File: config.mk
export PLATFORM = sky130hd
export DESIGN_NAME = pulse_width_capture_fifo_core
export DESIGN_NICKNAME = d
export VERILOG_FILES = /design/src/pwcf_pkg.sv /design/src/pwcf_queue.sv /design/src/pulse_width_capture_fifo_core.sv
export SDC_FILE = /design/constraint.sdc
export NUM_CORES = 1
export LEC_CHECK = 0
export BUFFER_PORTS_ARGS = -buffer_cell sky130_fd_sc_hd__buf_2
export CORE_MARGIN = 4
export CORE_UTILIZATION = 30
export DETAILED_ROUTE_END_ITERATION = 16
export HOLD_SLACK_MARGIN = 0.02
export RECOVER_POWER = 25
export SYNTH_ARGS = -nofsm -noshare
export SYNTH_HDL_FRONTEND = slang
export SYNTH_SLANG_ARGS = --single-unit
File: constraint.sdc
create_clock -name clk -period 4.4 [get_ports clk]
set_clock_uncertainty 0.15 [all_clocks]
set_input_delay 0.66 -clock clk [delete_from_list [all_inputs] [get_ports clk]]
set_output_delay 0.66 -clock clk [all_outputs]
set_load 0.005 [all_outputs]
File: src/pwcf_pkg.sv
// ----------------------------------------------------------------------------
// pwcf_pkg - shared types and codes for the pulse width capture queue
// Function codes, the queue entry layout and the queue control structs.
// ----------------------------------------------------------------------------
package pwcf_pkg;

    localparam int QueueDepthDefault = 32;

    // item function codes
    localparam logic [1:0] FUNC_TICK   = 2'd0;
    localparam logic [1:0] FUNC_SAMPLE = 2'd1;
    localparam logic [1:0] FUNC_EDGE   = 2'd2;
    localparam logic [1:0] FUNC_POP    = 2'd3;

    localparam logic [15:0] DURATION_SATURATED = 16'hFFFF;

    typedef struct packed {
        logic [15:0] duration;
        logic        level_before;
        logic [7:0]  rssi_peak;
    } entry_t;

    typedef struct packed {
        logic push;
        logic pop;
    } queue_req_t;

    typedef struct packed {
        logic empty;
        logic full;
        logic single;   // exactly one entry held
    } queue_status_t;

endpackage

File: src/pwcf_queue.sv
// ----------------------------------------------------------------------------
// pwcf_queue - ring queue of capture entries
// Single-port entry memory with registered read data, ring pointers and
// an occupancy count. Caller gates push on full and pop on empty.
// ----------------------------------------------------------------------------
module pwcf_queue #(
    parameter int QUEUE_DEPTH = pwcf_pkg::QueueDepthDefault
) (
    input  logic                    clk,
    input  logic                    rst_n,
    input  pwcf_pkg::queue_req_t    req,
    input  pwcf_pkg::entry_t        wr_entry,
    output pwcf_pkg::entry_t        rd_entry,
    output pwcf_pkg::queue_status_t status
);
    import pwcf_pkg::*;

    localparam int PtrW   = $clog2(QUEUE_DEPTH);
    localparam int CountW = $clog2(QUEUE_DEPTH + 1);

    entry_t entry_mem [QUEUE_DEPTH];
    entry_t rd_entry_reg;

    logic [PtrW-1:0]   wr_ptr_reg, wr_ptr_next;
    logic [PtrW-1:0]   rd_ptr_reg, rd_ptr_next;
    logic [CountW-1:0] count_reg, count_next;

    always_comb
    begin
        wr_ptr_next = wr_ptr_reg;
        rd_ptr_next = rd_ptr_reg;
        count_next  = count_reg;
        if (req.push)
        begin
            wr_ptr_next = (wr_ptr_reg == PtrW'(QUEUE_DEPTH - 1)) ? '0 : wr_ptr_reg + 1'b1;
            count_next  = count_reg + 1'b1;
        end
        else if (req.pop)
        begin
            rd_ptr_next = (rd_ptr_reg == PtrW'(QUEUE_DEPTH - 1)) ? '0 : rd_ptr_reg + 1'b1;
            count_next  = count_reg - 1'b1;
        end
    end

    always_ff @(posedge clk or negedge rst_n)
    begin
        if (!rst_n)
        begin
            wr_ptr_reg <= '0;
            rd_ptr_reg <= '0;
            count_reg  <= '0;
        end
        else
        begin
            wr_ptr_reg <= wr_ptr_next;
            rd_ptr_reg <= rd_ptr_next;
            count_reg  <= count_next;
        end
    end

    // one access per cycle: push and pop never come together
    always_ff @(posedge clk)
    begin
        if (req.push)
        begin
            entry_mem[wr_ptr_reg] <= wr_entry;
        end
        if (req.pop)
        begin
            rd_entry_reg <= entry_mem[rd_ptr_reg];
        end
    end

    assign rd_entry      = rd_entry_reg;
    assign status.empty  = (count_reg == '0);
    assign status.full   = (count_reg == CountW'(QUEUE_DEPTH));
    assign status.single = (count_reg == CountW'(1));

endmodule

File: src/pulse_width_capture_fifo_core.sv
// ----------------------------------------------------------------------------
// pulse_width_capture_fifo_core - edge interval capture with entry queue
// Times the gaps between signal edges, holds the peak strength per gap and
// queues one entry per edge for later read-out.
// ----------------------------------------------------------------------------
// The block takes one beat per cycle while in_ready is high and returns one
// result beat for every input beat, through stage 1 and the output stage.
// A tick beat advances the 16-bit interval counter (saturating the captured
// duration at 0xFFFF after a wrap), a sample beat updates the peak hold with
// adc_value[9:2], an edge beat pushes {duration, level before edge, peak}
// and clears the interval state, and a pop beat reads the oldest entry. The
// queue holds QUEUE_DEPTH entries in one single-port memory; each beat makes
// at most one access to it, and popped data passes from the registered read
// to a result stage, so no forwarding is needed. An edge that finds the queue
// full is dropped and flagged with overrun; a pop on an empty queue returns
// entry_valid low with zero fields. pending tells whether entries remain
// after the beat. The memory is not cleared at reset: entries are only read
// after being written, so the block is ready right after reset.
// ----------------------------------------------------------------------------
module pulse_width_capture_fifo_core #(
    parameter int QUEUE_DEPTH = pwcf_pkg::QueueDepthDefault
) (
    input  logic        clk,
    input  logic        rst_n,
    input  logic        in_valid,
    output logic        in_ready,
    input  logic [1:0]  func,
    input  logic        pin_level,
    input  logic [9:0]  adc_value,
    output logic        out_valid,
    input  logic        out_ready,
    output logic        pending,
    output logic        entry_valid,
    output logic [15:0] duration,
    output logic        level_before,
    output logic [7:0]  rssi_peak,
    output logic        overrun
);
    import pwcf_pkg::*;

    // interval state
    logic [15:0] tick_reg, tick_next;
    logic        ovf_reg, ovf_next;
    logic [7:0]  peak_reg, peak_next;

    // stage 1: beat decoded, queue read in flight
    logic s1_valid_reg, s1_valid_next;
    logic s1_pending_reg;
    logic s1_pop_reg;
    logic s1_ovr_reg;

    // output stage
    logic        out_valid_reg, out_valid_next;
    logic        pending_reg;
    logic        entry_valid_reg;
    logic [15:0] duration_reg;
    logic        level_before_reg;
    logic [7:0]  rssi_peak_reg;
    logic        overrun_reg;

    logic          in_acc;
    logic          is_edge;
    logic          is_pop;
    logic          out_load;
    logic          s1_move;
    logic          pending_new;
    logic [7:0]    sample;
    queue_req_t    q_req;
    queue_status_t q_status;
    entry_t        q_wr_entry;
    entry_t        q_rd_entry;

    assign out_load = s1_valid_reg && (!out_valid_reg || out_ready);
    assign s1_move  = out_load;
    assign in_ready = !s1_valid_reg || s1_move;
    assign in_acc   = in_valid && in_ready;
    assign is_edge  = (func == FUNC_EDGE);
    assign is_pop   = (func == FUNC_POP);
    assign sample   = adc_value[9:2];

    assign q_req.push = in_acc && is_edge && !q_status.full;
    assign q_req.pop  = in_acc && is_pop && !q_status.empty;

    assign q_wr_entry.duration     = ovf_reg ? DURATION_SATURATED : tick_reg;
    assign q_wr_entry.level_before = ~pin_level;
    assign q_wr_entry.rssi_peak    = peak_reg;

    // occupancy after this beat
    always_comb
    begin
        if (q_req.push)
        begin
            pending_new = 1'b1;
        end
        else if (q_req.pop)
        begin
            pending_new = !q_status.single;
        end
        else
        begin
            pending_new = !q_status.empty;
        end
    end

    always_comb
    begin
        tick_next = tick_reg;
        ovf_next  = ovf_reg;
        peak_next = peak_reg;
        if (in_acc)
        begin
            case (func)
                FUNC_TICK:
                begin
                    tick_next = tick_reg + 16'd1;   // wraps to zero at 0xFFFF
                    if (tick_reg == 16'hFFFF)
                    begin
                        ovf_next = 1'b1;
                    end
                end
                FUNC_SAMPLE:
                begin
                    if (sample > peak_reg)
                    begin
                        peak_next = sample;
                    end
                end
                FUNC_EDGE:
                begin
                    tick_next = '0;
                    ovf_next  = 1'b0;
                    peak_next = '0;
                end
                default:
                begin
                end
            endcase
        end
    end

    always_comb
    begin
        s1_valid_next = s1_valid_reg;
        if (in_acc)
        begin
            s1_valid_next = 1'b1;
        end
        else if (s1_move)
        begin
            s1_valid_next = 1'b0;
        end

        out_valid_next = out_valid_reg;
        if (out_load)
        begin
            out_valid_next = 1'b1;
        end
        else if (out_ready)
        begin
            out_valid_next = 1'b0;
        end
    end

    always_ff @(posedge clk or negedge rst_n)
    begin
        if (!rst_n)
        begin
            tick_reg      <= '0;
            ovf_reg       <= 1'b0;
            peak_reg      <= '0;
            s1_valid_reg  <= 1'b0;
            out_valid_reg <= 1'b0;
        end
        else
        begin
            tick_reg      <= tick_next;
            ovf_reg       <= ovf_next;
            peak_reg      <= peak_next;
            s1_valid_reg  <= s1_valid_next;
            out_valid_reg <= out_valid_next;
        end
    end

    // payload, no reset needed
    always_ff @(posedge clk)
    begin
        if (in_acc)
        begin
            s1_pending_reg <= pending_new;
            s1_pop_reg     <= q_req.pop;
            s1_ovr_reg     <= in_acc && is_edge && q_status.full;
        end
        if (out_load)
        begin
            pending_reg      <= s1_pending_reg;
            entry_valid_reg  <= s1_pop_reg;
            duration_reg     <= s1_pop_reg ? q_rd_entry.duration : 16'd0;
            level_before_reg <= s1_pop_reg ? q_rd_entry.level_before : 1'b0;
            rssi_peak_reg    <= s1_pop_reg ? q_rd_entry.rssi_peak : 8'd0;
            overrun_reg      <= s1_ovr_reg;
        end
    end

    pwcf_queue #(
        .QUEUE_DEPTH (QUEUE_DEPTH)
    ) u_queue (
        .clk      (clk),
        .rst_n    (rst_n),
        .req      (q_req),
        .wr_entry (q_wr_entry),
        .rd_entry (q_rd_entry),
        .status   (q_status)
    );

    assign out_valid    = out_valid_reg;
    assign pending      = pending_reg;
    assign entry_valid  = entry_valid_reg;
    assign duration     = duration_reg;
    assign level_before = level_before_reg;
    assign rssi_peak    = rssi_peak_reg;
    assign overrun      = overrun_reg;

    // a dropped edge means the queue was full, so entries remain
    a_overrun_pending: assert property (@(posedge clk) disable iff (!rst_n)
        (out_valid && overrun) |-> (pending && !entry_valid))
        else $error("overrun reported with empty queue or with an entry");

    // pop on empty queue must not yield an entry
    a_empty_pop: assert property (@(posedge clk) disable iff (!rst_n)
        (in_acc && is_pop && q_status.empty) |=> !s1_pop_reg)
        else $error("entry returned from empty queue");

    // occupancy flags stay consistent
    a_status: assert property (@(posedge clk) disable iff (!rst_n)
        !(q_status.empty && q_status.full) && !(q_status.empty && q_status.single))
        else $error("queue status flags conflict");

    // a stalled stage 1 beat blocks intake
    a_stall: assert property (@(posedge clk) disable iff (!rst_n)
        (s1_valid_reg && out_valid_reg && !out_ready) |-> !in_ready)
        else $error("beat accepted into a stalled pipeline");

endmodule

# Word level (Yosys, flattened, before mapping)
# Memory sizes are Yosys's and may differ from the RTL's. A register that Yosys moved wholly into a read port is not among the register bits.
# Index checks and enable logic that the tools add are counted.
# W data, S select, Z words.
[classes]
n_addsub = 5
n_lt_le_gt_ge = 1
n_eq_ne = 10
muxes = 17
bitwise_logic = 2
n_reduce_logical = 25
[op_table]
columns = ["cell", "count"]
rows = [
  ["$pmux W16 S2", 1],
  ["$add A16 B1 Y16 const B", 1],
  ["$eq A16 B16 Y1 const B", 1],
  ["$mux W16", 1],
  ["$pmux W8 S2", 1],
  ["$mux W6", 2],
  ["$add A5 B1 Y5 const B", 2],
  ["$eq A5 B5 Y1 const B", 2],
  ["$mux W5", 2],
  ["$reduce_bool A2 Y1", 5],
  ["$gt A8 B8 Y1", 1],
  ["$mux W1", 8],
  ["$mux W8", 1],
  ["$logic_and A1 B1 Y1", 7],
  ["$add A6 B1 Y6 const B", 1],
  ["$eq A6 B1 Y1 const B", 1],
  ["$eq A6 B6 Y1 const B", 1],
  ["$logic_not A6 Y1", 1],
  ["$reduce_and A3 Y1", 2],
  ["$sub A6 B1 Y6 const B", 1],
  ["$logic_not A1 Y1", 5],
  ["$eq A2 B2 Y1 const B", 2],
  ["$ne A2 B2 Y1 const B", 2],
  ["$reduce_and A2 Y1", 2],
  ["other kinds (5)", 7],
]
[totals]
regBits = 74
ramBits = 800
input_bits = 17
out_inout_bits = 30
word_cells = 78
memories = 1
[mem_list]
columns = ["name", "depth", "width", "read_ports", "rd_ports_with_merged_regs", "write_ports", "line", "text"]
rows = [
  ["u_queue.entry_mem", 32, 25, 1, 1, 1, "pwcf_queue.sv:21", "entry_t entry_mem [QUEUE_DEPTH];"],
]

# Logic depth before layout (Yosys ltp)
# Gate-level depths: netlist of the first run.
[logic_depth]
depth_word = 9
mapped_depth = 9
mapped_depth_nobuf = 7

# Cells and area by module
# A second synthesis of the first run with hierarchy kept.
[unflattened]
hier_cells = 1715
hier_area_um2 = 34867.2
[by_module_without_submodules]
columns = ["module", "n_inst", "cells_per_inst", "area_each_um2", "seq_area_each_um2"]
rows = [
  ["pwcf_queue", 1, 1477, 32100.8, 25174.1],
  ["pulse_width_capture_fifo_core", 1, 238, 2766.4, 1606.5],
]

# Worst setup path after synthesis of the first run
# OpenSTA, ideal clock, no wires.
[synth_path]
kind = "input to register"
start = "input out_ready"
end = "memory u_queue.entry_mem[3][0] (netlist bit), enable pin"
setup_time_ns = 0.438
arrival_time_ns = 3.423
required_ns = 3.812
slack_ns = 0.389
cell_stages = 6
n_path_buf = 1
cell_sequence = "and3b_1 -> buf_6 -> nor3_4 -> nand2_2 -> or3_1 -> nor3_1"
[synth_via]
elab_chain_len = 8
[synth_rtl]
columns = ["element", "line", "text"]
rows = [
  ["start: declaration", "pulse_width_capture_fifo_core.sv:31", "input logic out_ready,"],
  ["$logic_or A1 B1 Y1", "pulse_width_capture_fifo_core.sv:73", "assign out_load = s1_valid_reg && (!out_valid_reg || out_ready);"],
  ["$logic_and A1 B1 Y1", "pulse_width_capture_fifo_core.sv:73", ""],
  ["$logic_or A1 B1 Y1", "pulse_width_capture_fifo_core.sv:75", "assign in_ready = !s1_valid_reg || s1_move;"],
  ["$logic_and A1 B1 Y1", "pulse_width_capture_fifo_core.sv:76", "assign in_acc = in_valid && in_ready;"],
  ["$logic_and A1 B1 Y1 (2 in series)", "pulse_width_capture_fifo_core.sv:81", "assign q_req.push = in_acc && is_edge && !q_status.full;"],
  ["$mux W1", "pwcf_queue.sv:64", "if (req.push)"],
  ["$mux W1 (implied by the code)", "pwcf_queue.sv:66", "entry_mem[wr_ptr_reg] <= wr_entry;"],
  ["end: declaration", "pwcf_queue.sv:21", ""],
]
# No other way between the ends.

# Worst setup path in the final report of the first run
[layout_path]
start = "register u_queue.count_reg[0]"
end = "memory u_queue.entry_mem[30][15] (netlist bit), enable pin"
[layout_via]
elab_chain_len = 5
[layout_rtl]
columns = ["element", "line", "text"]
rows = [
  ["start: declaration", "pwcf_queue.sv:26", "logic [CountW-1:0] count_reg, count_next;"],
  ["start signal: assignment", "pwcf_queue.sv:57", "count_reg <= count_next;"],
  ["$eq A6 B6 Y1", "pwcf_queue.sv:76", "assign status.full = (count_reg == CountW'(QUEUE_DEPTH));"],
  ["$logic_not A1 Y1", "pulse_width_capture_fifo_core.sv:81", ""],
  ["$logic_and A1 B1 Y1", "pulse_width_capture_fifo_core.sv:81", ""],
  ["$mux W1", "pwcf_queue.sv:64", ""],
  ["$mux W1 (implied by the code)", "pwcf_queue.sv:66", ""],
]
# No other way between the ends.

==> results.cfg, run 1 <==
[run_status]
status = finished, violations left
violations = max-capacitance violations, max-slew violations

[floorplanning]
rows = 125
start_util_pct = 30.29
core_um2 = 116400
num_io_pins = 47
die_w_um = 350.7
dieHeight_um = 350.7
die_area_um2 = 123000

[finish]
seq_area_um2 = 26790
multi_input_area_um2 = 8105
fillCellCount = 10900
drive_above_1_share_pct = 18.91
final_cells = 3593
fin_area_um2 = 40470
layout.nets = 2029
postLayoutCoreUtil_pct = 34.78
area_growth_pct = 14.84
largest_register_ffs = 800

[worst_hold_path]
worstHoldStart = adc_value[9]
hold-path-cell-count = 2
hold_path.class = input pin to flip-flop
min_to = peak_reg[7]$_DFFE_PN0P_

[clock_network]
cts_buffers = 90
post-cts-setup-buffers = 0
ctsHoldBuffers = 0
clockBufferDepth = 3
root_buffer = clkbuf_16
cts.sinks = 899
clk_pin_slew_worst_paths_ns = 0.06
tritoncts = yes
insertion_delay_ns = 0.63
htreeDepth = 3
cts_resized = 0

[critical_path]
crit_fanout = 25
ff2ff_path_depth = 6
critPathCaptureType = flip-flop
cp-start-kind = flip-flop
critical-path-max-stage-delay_ns = 0.85
r2r_start = u_queue.count_reg[0]$_DFFE_PN0P_
crit_chain = inv_1, ha_1, nand3_1, and2_1, nand2_1, nor2_4
r2r_slack_ns = 1.06
path_class = flip-flop to flip-flop
worst_ep_arrival_time_ns = 3.44
cp.required_ns = 4.50
rr_endpoint = u_queue.entry_mem[30][15]$_DFFE_PP_
cp_slowest_cell = nor2_4

[sta]
rsz0062_at_grt = no
hold_viol_final = 0
fin_crit_sh_pct = 75.95
max_slew.worst_pin.slew_ns = 2.423
holdWs_ns = 0.1388
setup_viol = 0
setup_ws_ns = 1.058
tns_ns = 0
period_needed_ns = 3.342
maxSlewHeadroom_pct = -61.53
drv_slew = 270
max_clock_freq_mhz = 299.2

[synth]
synthMuxAreaShare_pct = 12.38
yosysWarnings = 0
synth_ff_type = edfxtp_1
synth_seq_cells = 899
syn_nets = 1933
synth_area_um2 = 35240
synth_compound_area_share_pct = 3.160
synth_xor_area_share_pct = 0.4473
synthAdderAreaFrac_pct = 0.6745
synth_edf_count = 856
synth-simple-area-share_pct = 5.698
syn_inst = 1897
synthArstFlopShare_pct = 4.783
synth_top_family_by_area = multiplexers
syn_avg_cell_area_um2 = 18.58
ys_types = 58
synth_seq_area_share_pct = 75.99

[power_and_ir_drop]
power.total_mw = 21.65
vdd_ir_drop_max_uv = 383.8
cellLeakagePower_nw = 13.70
powerDensity_nw_per_um2 = 535.0

[global_routing]
track_usage_pct = 12.43
antenna_found_initial = 0
grt_pass1_vias = 17810
grt_max_degree = 73
grt_pass1_wl_mm = 115.2
overflow = 0

[route]
drt-initial-drc-count = 1488
drc_errors = 0
dr.pass1.iters = 5
via_count = 17380
wl_mm = 77.59
drtAntennaViolNets = 0
via_per_inst = 4.837
wl_per_cell_um = 21.59

[flow_run]
maxCapViolations = 8

[placed_design]
pre_cts_ws_ns = 0.8183
gp_congestion = 0.7891
place_inst = 3425
dpl.hpwl_mm = 46.24
post_dp_cell_area_um2 = 37610
io_buffers = 44
## worst max path at each step
stage                                                start                                   to  slack (ns)  depth (start not counted)
final                     u_queue.count_reg[0]$_DFFE_PN0P_  u_queue.entry_mem[30][15]$_DFFE_PP_        1.06                          6
after global routing      u_queue.count_reg[0]$_DFFE_PN0P_  u_queue.entry_mem[30][14]$_DFFE_PP_        0.85                          6
after CTS                 u_queue.count_reg[0]$_DFFE_PN0P_  u_queue.entry_mem[30][14]$_DFFE_PP_        1.06                          6
after detailed placement                         out_ready  u_queue.entry_mem[26][12]$_DFFE_PP_        0.82                          6
after global placement                           out_ready   u_queue.entry_mem[30][8]$_DFFE_PP_        0.90                          6
after floorplan                                  out_ready    u_queue.entry_mem[3][0]$_DFFE_PP_        0.39                          6
## placed cells by master, fill, tap and decap left out, types with 6 or more instances in the layout
cell type    n
xor2_1      15
mux2_2       7
clkbuf_1    32
nand2_1     57
or2_2       11
and2_0      25
buf_2       43
bufinv_16    6
nand3b_1     7
a22oi_1     76
and3_1       7
clkinv_2    16
a21oi_1     80
nor2_2       8
nand4_1     33
mux2i_1    202
ha_1        19
clkinv_1    16
edfxtp_1   856
dfrtp_1     41
clkbuf_16   93
nor2_1      29
inv_1       15
buf_12       8
nor2b_1     53
o21ai_0      6
nor2_4      23
mux4_2     100
buf_4       41
nand3_1     62
## cell type report
| type | count | area share (%) |
|---|---|---|
| clock buffer | 119 | 6.065 |
| tap | 1524 | 4.711 |
| inverter | 16 | 0.1484 |
| timing repair buffer | 101 | 1.771 |
| sequential | 899 | 66.19 |
| antenna | 1 | 0.006183 |
| clock inverter | 48 | 1.082 |
| multi-input combinational | 885 | 20.03 |
## critical path: cells and delay by family, from the launching register on
family,cells,cell delay [ns]
adders and majority gates,1,0.26
buffers and inverters,1,0.10
DFF,1,0.47
and+or+nand+nor,4,1.96
## per-layer routing
layer | vias to the layer above | global-route usage [%] | part of all wire, %
li1 | 7743 | - | -
met1 | 9079 | 17.29 | 45
met2 | 476 | 20.17 | 48
met3 | 82 | 2.341 | 6.0
met4 | 0 | 3.205 | 1.9
met5 | - | 0 | 0
## synth_stat cells, types with 2 or more instances
cell type | number | area, um^2
a22oi_1 | 76 | 570.6
inv_1 | 14 | 52.55
nor4b_4 | 2 | 47.55
a31oi_1 | 2 | 12.51
xnor2_1 | 3 | 26.28
and2_1 | 30 | 187.7
mux2i_1 | 202 | 2022
buf_1 | 6 | 22.52
buf_2 | 14 | 70.07
or2_2 | 16 | 100.1
and4_1 | 2 | 17.52
and3_1 | 7 | 43.79
mux2_2 | 7 | 78.83
dfrtp_1 | 43 | 1076
mux4_2 | 100 | 2252
xor2_1 | 15 | 131.4
a21o_1 | 4 | 30.03
nor2b_1 | 55 | 344.1
clkbuf_1 | 47 | 176.4
nand2_1 | 57 | 214.0
inv_2 | 2 | 7.510
nand4_1 | 33 | 206.5
or3_1 | 5 | 31.28
nor3_1 | 5 | 25.02
nand2b_1 | 5 | 31.28
a21oi_1 | 80 | 400.4
nand3_1 | 62 | 310.3
nor2_1 | 60 | 225.2
edfxtp_1 | 856 | 25700
buf_6 | 7 | 78.83
or3b_2 | 2 | 17.52
ha_1 | 19 | 237.7
buf_4 | 23 | 172.7
o21ai_0 | 6 | 30.03
nand3b_1 | 7 | 52.55
## cells by family (layout without fill, tap and decap cells)
kind of cell,count (synthesis),count (layout)
XOR/XNOR,18,18
adder cells (fa/ha/maj),19,19
flip-flops,899,899
AND/OR/NAND/NOR,362,362
other,0,1
multiplexers,310,310
buffers and inverters,113,284
AO/OA/AOI/OAI,176,176
## power breakdown
group / switching (mW) / internal (mW)
logic: 2.38 / 1.66
clock network: 3.14 / 4.30
registers: 0.322 / 9.86
Power figures use the tool's default switching activity.
==> run 2: changes to the inputs <==
- clock period: 4.4 -> 3.23 ns (I/O delays scaled with it)
==> run 2 against run 1 <==
Against the previous run: the flow still finishes with violations (max-capacitance violations, max-slew violations); sequential cell count unchanged; clock power increased by 34%; count of clock-buffer cells in the layout decreased by 8; maximum frequency increased by 17%; sequential share of layout area decreased by 1.4 points; cell area increased by 2.1%; die area unchanged; wire length increased by 2.4%; sequential power increased by 35%; cell count increased by 1.3%; combinational power increased by 48%; core utilization increased by 0.73 points; largest cell class unchanged; largest power group unchanged.
==> results.cfg, run 2 (same netlist as run 1, synthesis figures left out) <==
[finish]
layout.nets = 2083
mostFrequentLayoutCells = edfxtp_1, mux2i_1, mux4_2
postLayoutCoreUtil_pct = 35.51
num_antenna_cells = 0
drive_above_1_share_pct = 20.39
final_cells = 3638
largest_register_ffs = 800
area_growth_pct = 17.24
layout_commonest_cell = edfxtp_1

[power_and_ir_drop]
powerDensity_nw_per_um2 = 721.7
cellLeakagePower_nw = 14.03
vdd_ir_drop_max_uv = 422.2
power.total_mw = 29.82

[sta]
tns_ns = 0
rsz0062_at_grt = no
setup_viol = 0
max_clock_freq_mhz = 348.8
maxSlewHeadroom_pct = -19.81
drv_slew = 192
hold_viol_final = 0
fin_crit_sh_pct = 88.77
max_slew.worst_pin.slew_ns = 1.797
period_needed_ns = 2.867

[floorplanning]
core_um2 = 116400
num_io_pins = 47
die_area_um2 = 123000
start_util_pct = 30.29
dieHeight_um = 350.7
rows = 125
die_w_um = 350.7

[clock_network]
clk_pin_slew_worst_paths_ns = 0.06
cts_resized = 0
cts_buffers = 88
root_buffer = clkbuf_16
insertion_delay_ns = 0.63
ctsHoldBuffers = 12
cts.sinks = 899
htreeDepth = 3
clockBufferDepth = 3
tritoncts = yes
post-cts-setup-buffers = 0

[critical_path]
critPathMostFrequentCell = buf_12
critPathCaptureType = flip-flop
crit_fanout = 22
crit_chain = buf_12, buf_12, buf_12, buf_12, mux2i_1, a22oi_1, nand3_1, nand4_1
critical-path-max-stage-delay_ns = 0.70
cp-start-kind = flip-flop
rr_endpoint = u_queue.rd_entry[8]$_DFFE_PP_
worst_ep_arrival_time_ns = 3.06
ff2ff_path_depth = 8
path_class = flip-flop to flip-flop
r2r_start = u_queue.rd_ptr_reg[0]$_DFFE_PN0P_
cp.required_ns = 3.42
r2r_slack_ns = 0.36
cp_slowest_cell = dfrtp_4

[flow_run]
maxCapViolations = 6

[global_routing]
overflow = 0
grt_pass1_vias = 18340
grt_pass1_wl_mm = 118.6
grt_max_degree = 51
track_usage_pct = 12.81
antenna_found_initial = 0

[worst_hold_path]
hold-path-cell-count = 4
hold_path.class = input pin to flip-flop
worstHoldStart = func[0]
min_to = tick_reg[3]$_DFFE_PN0P_

[placed_design]
dpl.hpwl_mm = 47.49
gp_congestion = 0.8055
place_inst = 3469
io_buffers = 44

[route]
via_count = 17670
drt-initial-drc-count = 1588
dr.pass1.iters = 4
drtAntennaViolNets = 0
wl_mm = 79.45
via_per_inst = 4.857
wl_per_cell_um = 21.84
drc_errors = 0

[run_status]
status = finished, violations left
violations = max-capacitance violations, max-slew violations
## run 2: changes by cell type in the layout (fill, tap and decap cells not counted), sizes merged, moves of 2 or more
cell	before	now
buf	92	135
bufinv	6	9
clkbuf	128	121
clkinv	37	29
clkinvlp	3	5
dlygate4sd3	0	12
## run 2: how the worst max path moves through the flow
stage,slack [ns],endpoint,cells past startpoint,start
after floorplan,0.04,u_queue.entry_mem[11][0]$_DFFE_PP_,6,out_ready
after global placement,0.39,u_queue.rd_entry[8]$_DFFE_PP_,8,u_queue.rd_ptr_reg[0]$_DFFE_PN0P_
after detailed placement,0.38,u_queue.rd_entry[8]$_DFFE_PP_,8,u_queue.rd_ptr_reg[0]$_DFFE_PN0P_
after CTS,0.33,u_queue.rd_entry[8]$_DFFE_PP_,8,u_queue.rd_ptr_reg[0]$_DFFE_PN0P_
after global routing,0.21,u_queue.rd_entry[8]$_DFFE_PP_,8,u_queue.rd_ptr_reg[0]$_DFFE_PN0P_
final,0.36,u_queue.rd_entry[8]$_DFFE_PP_,8,u_queue.rd_ptr_reg[0]$_DFFE_PN0P_
## run 2: layer usage
layer  global-route usage (%)  routed length [um]
met1                    17.28               34250
met2                    21.43               38740
met3                    2.394                4916
met4                    3.247                1547
met5                        0                   0
## run 2: layout make-up
type	count	area, um^2
clock buffers	111	2330
clock inverters	46	509.2
fillers	10840	75040
inverters	16	60.06
multi-input cells	885	8133
flip-flops and latches	899	26790
well taps	1524	1907
repair buffers	157	1590
## run 2: power by group
part / total, mW / switching [mW] / leakage, nW / internal, mW
combinational: 5.98 / 3.45 / 3.80 / 2.53
clock: 10.0 / 4.18 / 1.37 / 5.84
sequential: 13.8 / 0.384 / 8.86 / 13.4
## run 2: metrics by stage
stage          area, um^2  setup slack (ns)  hold WS [ns]
2_1_floorplan       35250           0.04367       0.03891
3_3_place_gp        38390            0.3877        0.2881
3_5_place_dp        38390            0.3772        0.2566
4_1_cts             41350            0.3312        0.2382
5_1_grt             41320            0.2061        0.2933
6_report            41320            0.3628        0.2839
## run 2: worst max-delay path: cells and delay by family, from the launching register on
kind	cells	cell delay [ns]
mux	1	0.23
flops	1	0.70
compound gates	1	0.11
simple gates	2	0.42
buf+inv	4	0.89
==> run 3: changes to the inputs <==
- REMOVE_ABC_BUFFERS: not set -> 1
==> run 3 against run 2 <==
Against the previous run: the run still ends with max-capacitance violations, max-slew violations left; sequential power about the same; non-clock buffer count shrank 14; die area unchanged; global-route usage about the same; via count decreased by 0.79%; largest cell class unchanged.
==> results.cfg, run 3 (same netlist as run 1, synthesis figures left out) <==
[run_status]
status = finished, violations left
violations = max-capacitance violations, max-slew violations

[route]
drt-initial-drc-count = 1530
wl_per_cell_um = 22.00
via_per_inst = 4.830
dr.pass1.iters = 7
drc_errors = 0
via_count = 17530
drtAntennaViolNets = 0
wl_mm = 79.86

[sta]
setup_viol = 0
drv_slew = 198
rsz0062_at_grt = no
max_clock_freq_mhz = 352.2
fin_crit_sh_pct = 87.89
hold_viol_final = 0
maxSlewHeadroom_pct = -16.35
period_needed_ns = 2.839
tns_ns = 0
max_slew.worst_pin.slew_ns = 1.745

[finish]
layout_commonest_cell = edfxtp_1
drive_above_1_share_pct = 19.78
postLayoutCoreUtil_pct = 35.34
fillCellCount = 10820
fin_area_um2 = 41120
largest_register_ffs = 800
final_cells = 3629
layout.nets = 2068
mostFrequentLayoutCells = edfxtp_1, mux2i_1, mux4_2
area_growth_pct = 16.67

[critical_path]
r2r_slack_ns = 0.39
rr_endpoint = u_queue.rd_entry[1]$_DFFE_PP_
cp.required_ns = 3.42
cp-start-kind = flip-flop
cp_slowest_cell = dfrtp_4
critPathMostFrequentCell = buf_4
path_delay_family = flip-flops
crit_fanout = 36
crit_chain = buf_4, buf_4, mux4_2, nor2b_1, a21oi_1, nand4_1
r2r_start = u_queue.rd_ptr_reg[2]$_DFFE_PN0P_
path_class = flip-flop to flip-flop
worst_ep_arrival_time_ns = 3.03
critPathCaptureType = flip-flop
critical-path-max-stage-delay_ns = 0.81
ff2ff_path_depth = 6
path_buf_inv = 2

[placed_design]
place_inst = 3455
gp_congestion = 0.7810
dpl.hpwl_mm = 47.49
io_buffers = 44
post_dp_cell_area_um2 = 38280

[global_routing]
grt_pass1_wl_mm = 118.2
track_usage_pct = 12.83
antenna_found_initial = 3
grt_pass1_vias = 18070
overflow = 0
grt_max_degree = 55

[power_and_ir_drop]
powerDensity_nw_per_um2 = 715.9
swShare_pct = 27.22
intPower_mw = 21.42
p_clk_share_pct = 33.1
cellLeakagePower_nw = 13.93
vdd_ir_drop_max_uv = 452.5
p_sw_mw = 8.013
p_comb_share_pct = 19.9
sequentialPowerShare_pct = 46.9

[clock_network]
ctsHoldBuffers = 12
cts.sinks = 899
cts_resized = 0
post-cts-setup-buffers = 0
htreeDepth = 3
root_buffer = clkbuf_16
insertion_delay_ns = 0.63
cts_buffers = 87
clockBufferDepth = 3
clk_pin_slew_worst_paths_ns = 0.06
tritoncts = yes

[flow_run]
maxCapViolations = 6

[floorplanning]
die_w_um = 350.7
dieHeight_um = 350.7
die_area_um2 = 123000
num_io_pins = 47
rows = 125
start_util_pct = 30.29
core_um2 = 116400

[worst_hold_path]
hold_path.class = flip-flop to flip-flop
hold-path-cell-count = 0
worstHoldStart = s1_pending_reg$_SDFFCE_PP1P_
min_to = pending$_DFFE_PP_
[run 3: changes by cell type in the layout (fill, tap and decap cells not counted), moves of 3 or more]
cell,before,now
and2_1,9,17
clkbuf_8,2,7
buf_4,50,35
bufinv_16,9,4
and2_0,20,11
clkbuf_1,29,33
clkinv_4,0,3
[run 3: metal layers]
metal	vias to the layer above	wire length, um	track usage, %
met5	-	0	0
met4	0	1544	3.577
met3	106	4620	1.844
met2	439	39220	21.66
met1	9166	34470	17.37
li1	7818	-	-
[run 3: power by group through the flow]
stage | combinational [mW] | clock [mW] | sequential (mW)
floorplan | 2.85 | 0 | 14.3
global placement | 5.85 | 0 | 14.0
detailed placement | 5.97 | 0 | 14.0
CTS | 6.00 | 10.0 | 13.8
global route | 6.34 | 10.4 | 13.9
finish | 5.87 | 9.75 | 13.8
[run 3: cell type report]
| cell class | count | area, um^2 | share of cell area [%] |
|---|---|---|---|
| tap | 1524 | 1907 | 4.638 |
| antenna | 2 | 5.005 | 0.01217 |
| timing repair buffer | 143 | 1480 | 3.600 |
| inverter | 16 | 60.06 | 0.1461 |
| sequential | 899 | 26790 | 65.15 |
| multi-input combinational | 885 | 8123 | 19.76 |
| clock inverter | 43 | 372.9 | 0.9068 |
| clock buffer | 117 | 2381 | 5.791 |
[run 3: worst max path at each step]
stage | end | start | cells after the start
floorplan | u_queue.rd_ptr_reg[0]$_DFFE_PN0P_ | u_queue.rd_ptr_reg[0]$_DFFE_PN0P_ | 5
global placement | u_queue.rd_entry[4]$_DFFE_PP_ | u_queue.rd_ptr_reg[2]$_DFFE_PN0P_ | 6
detailed placement | u_queue.rd_entry[1]$_DFFE_PP_ | u_queue.rd_ptr_reg[2]$_DFFE_PN0P_ | 6
CTS | u_queue.rd_entry[1]$_DFFE_PP_ | u_queue.rd_ptr_reg[2]$_DFFE_PN0P_ | 6
global route | u_queue.rd_entry[1]$_DFFE_PP_ | u_queue.rd_ptr_reg[2]$_DFFE_PN0P_ | 6
finish | u_queue.rd_entry[1]$_DFFE_PP_ | u_queue.rd_ptr_reg[2]$_DFFE_PN0P_ | 6
[run 3: stage by stage]
| stage | total power [mW] | hold slack (ns) | setup slack (ns) |
|---|---|---|---|
| finish | 29.44 | 0.2720 | 0.3910 |
| global route | 30.64 | 0.2733 | 0.2926 |
| CTS | 29.79 | 0.2289 | 0.4058 |
| detailed placement | 20.01 | 0.2570 | 0.4109 |
| global placement | 19.86 | 0.2605 | 0.4154 |
| floorplan | 17.18 | 0.03891 | -8.747 |
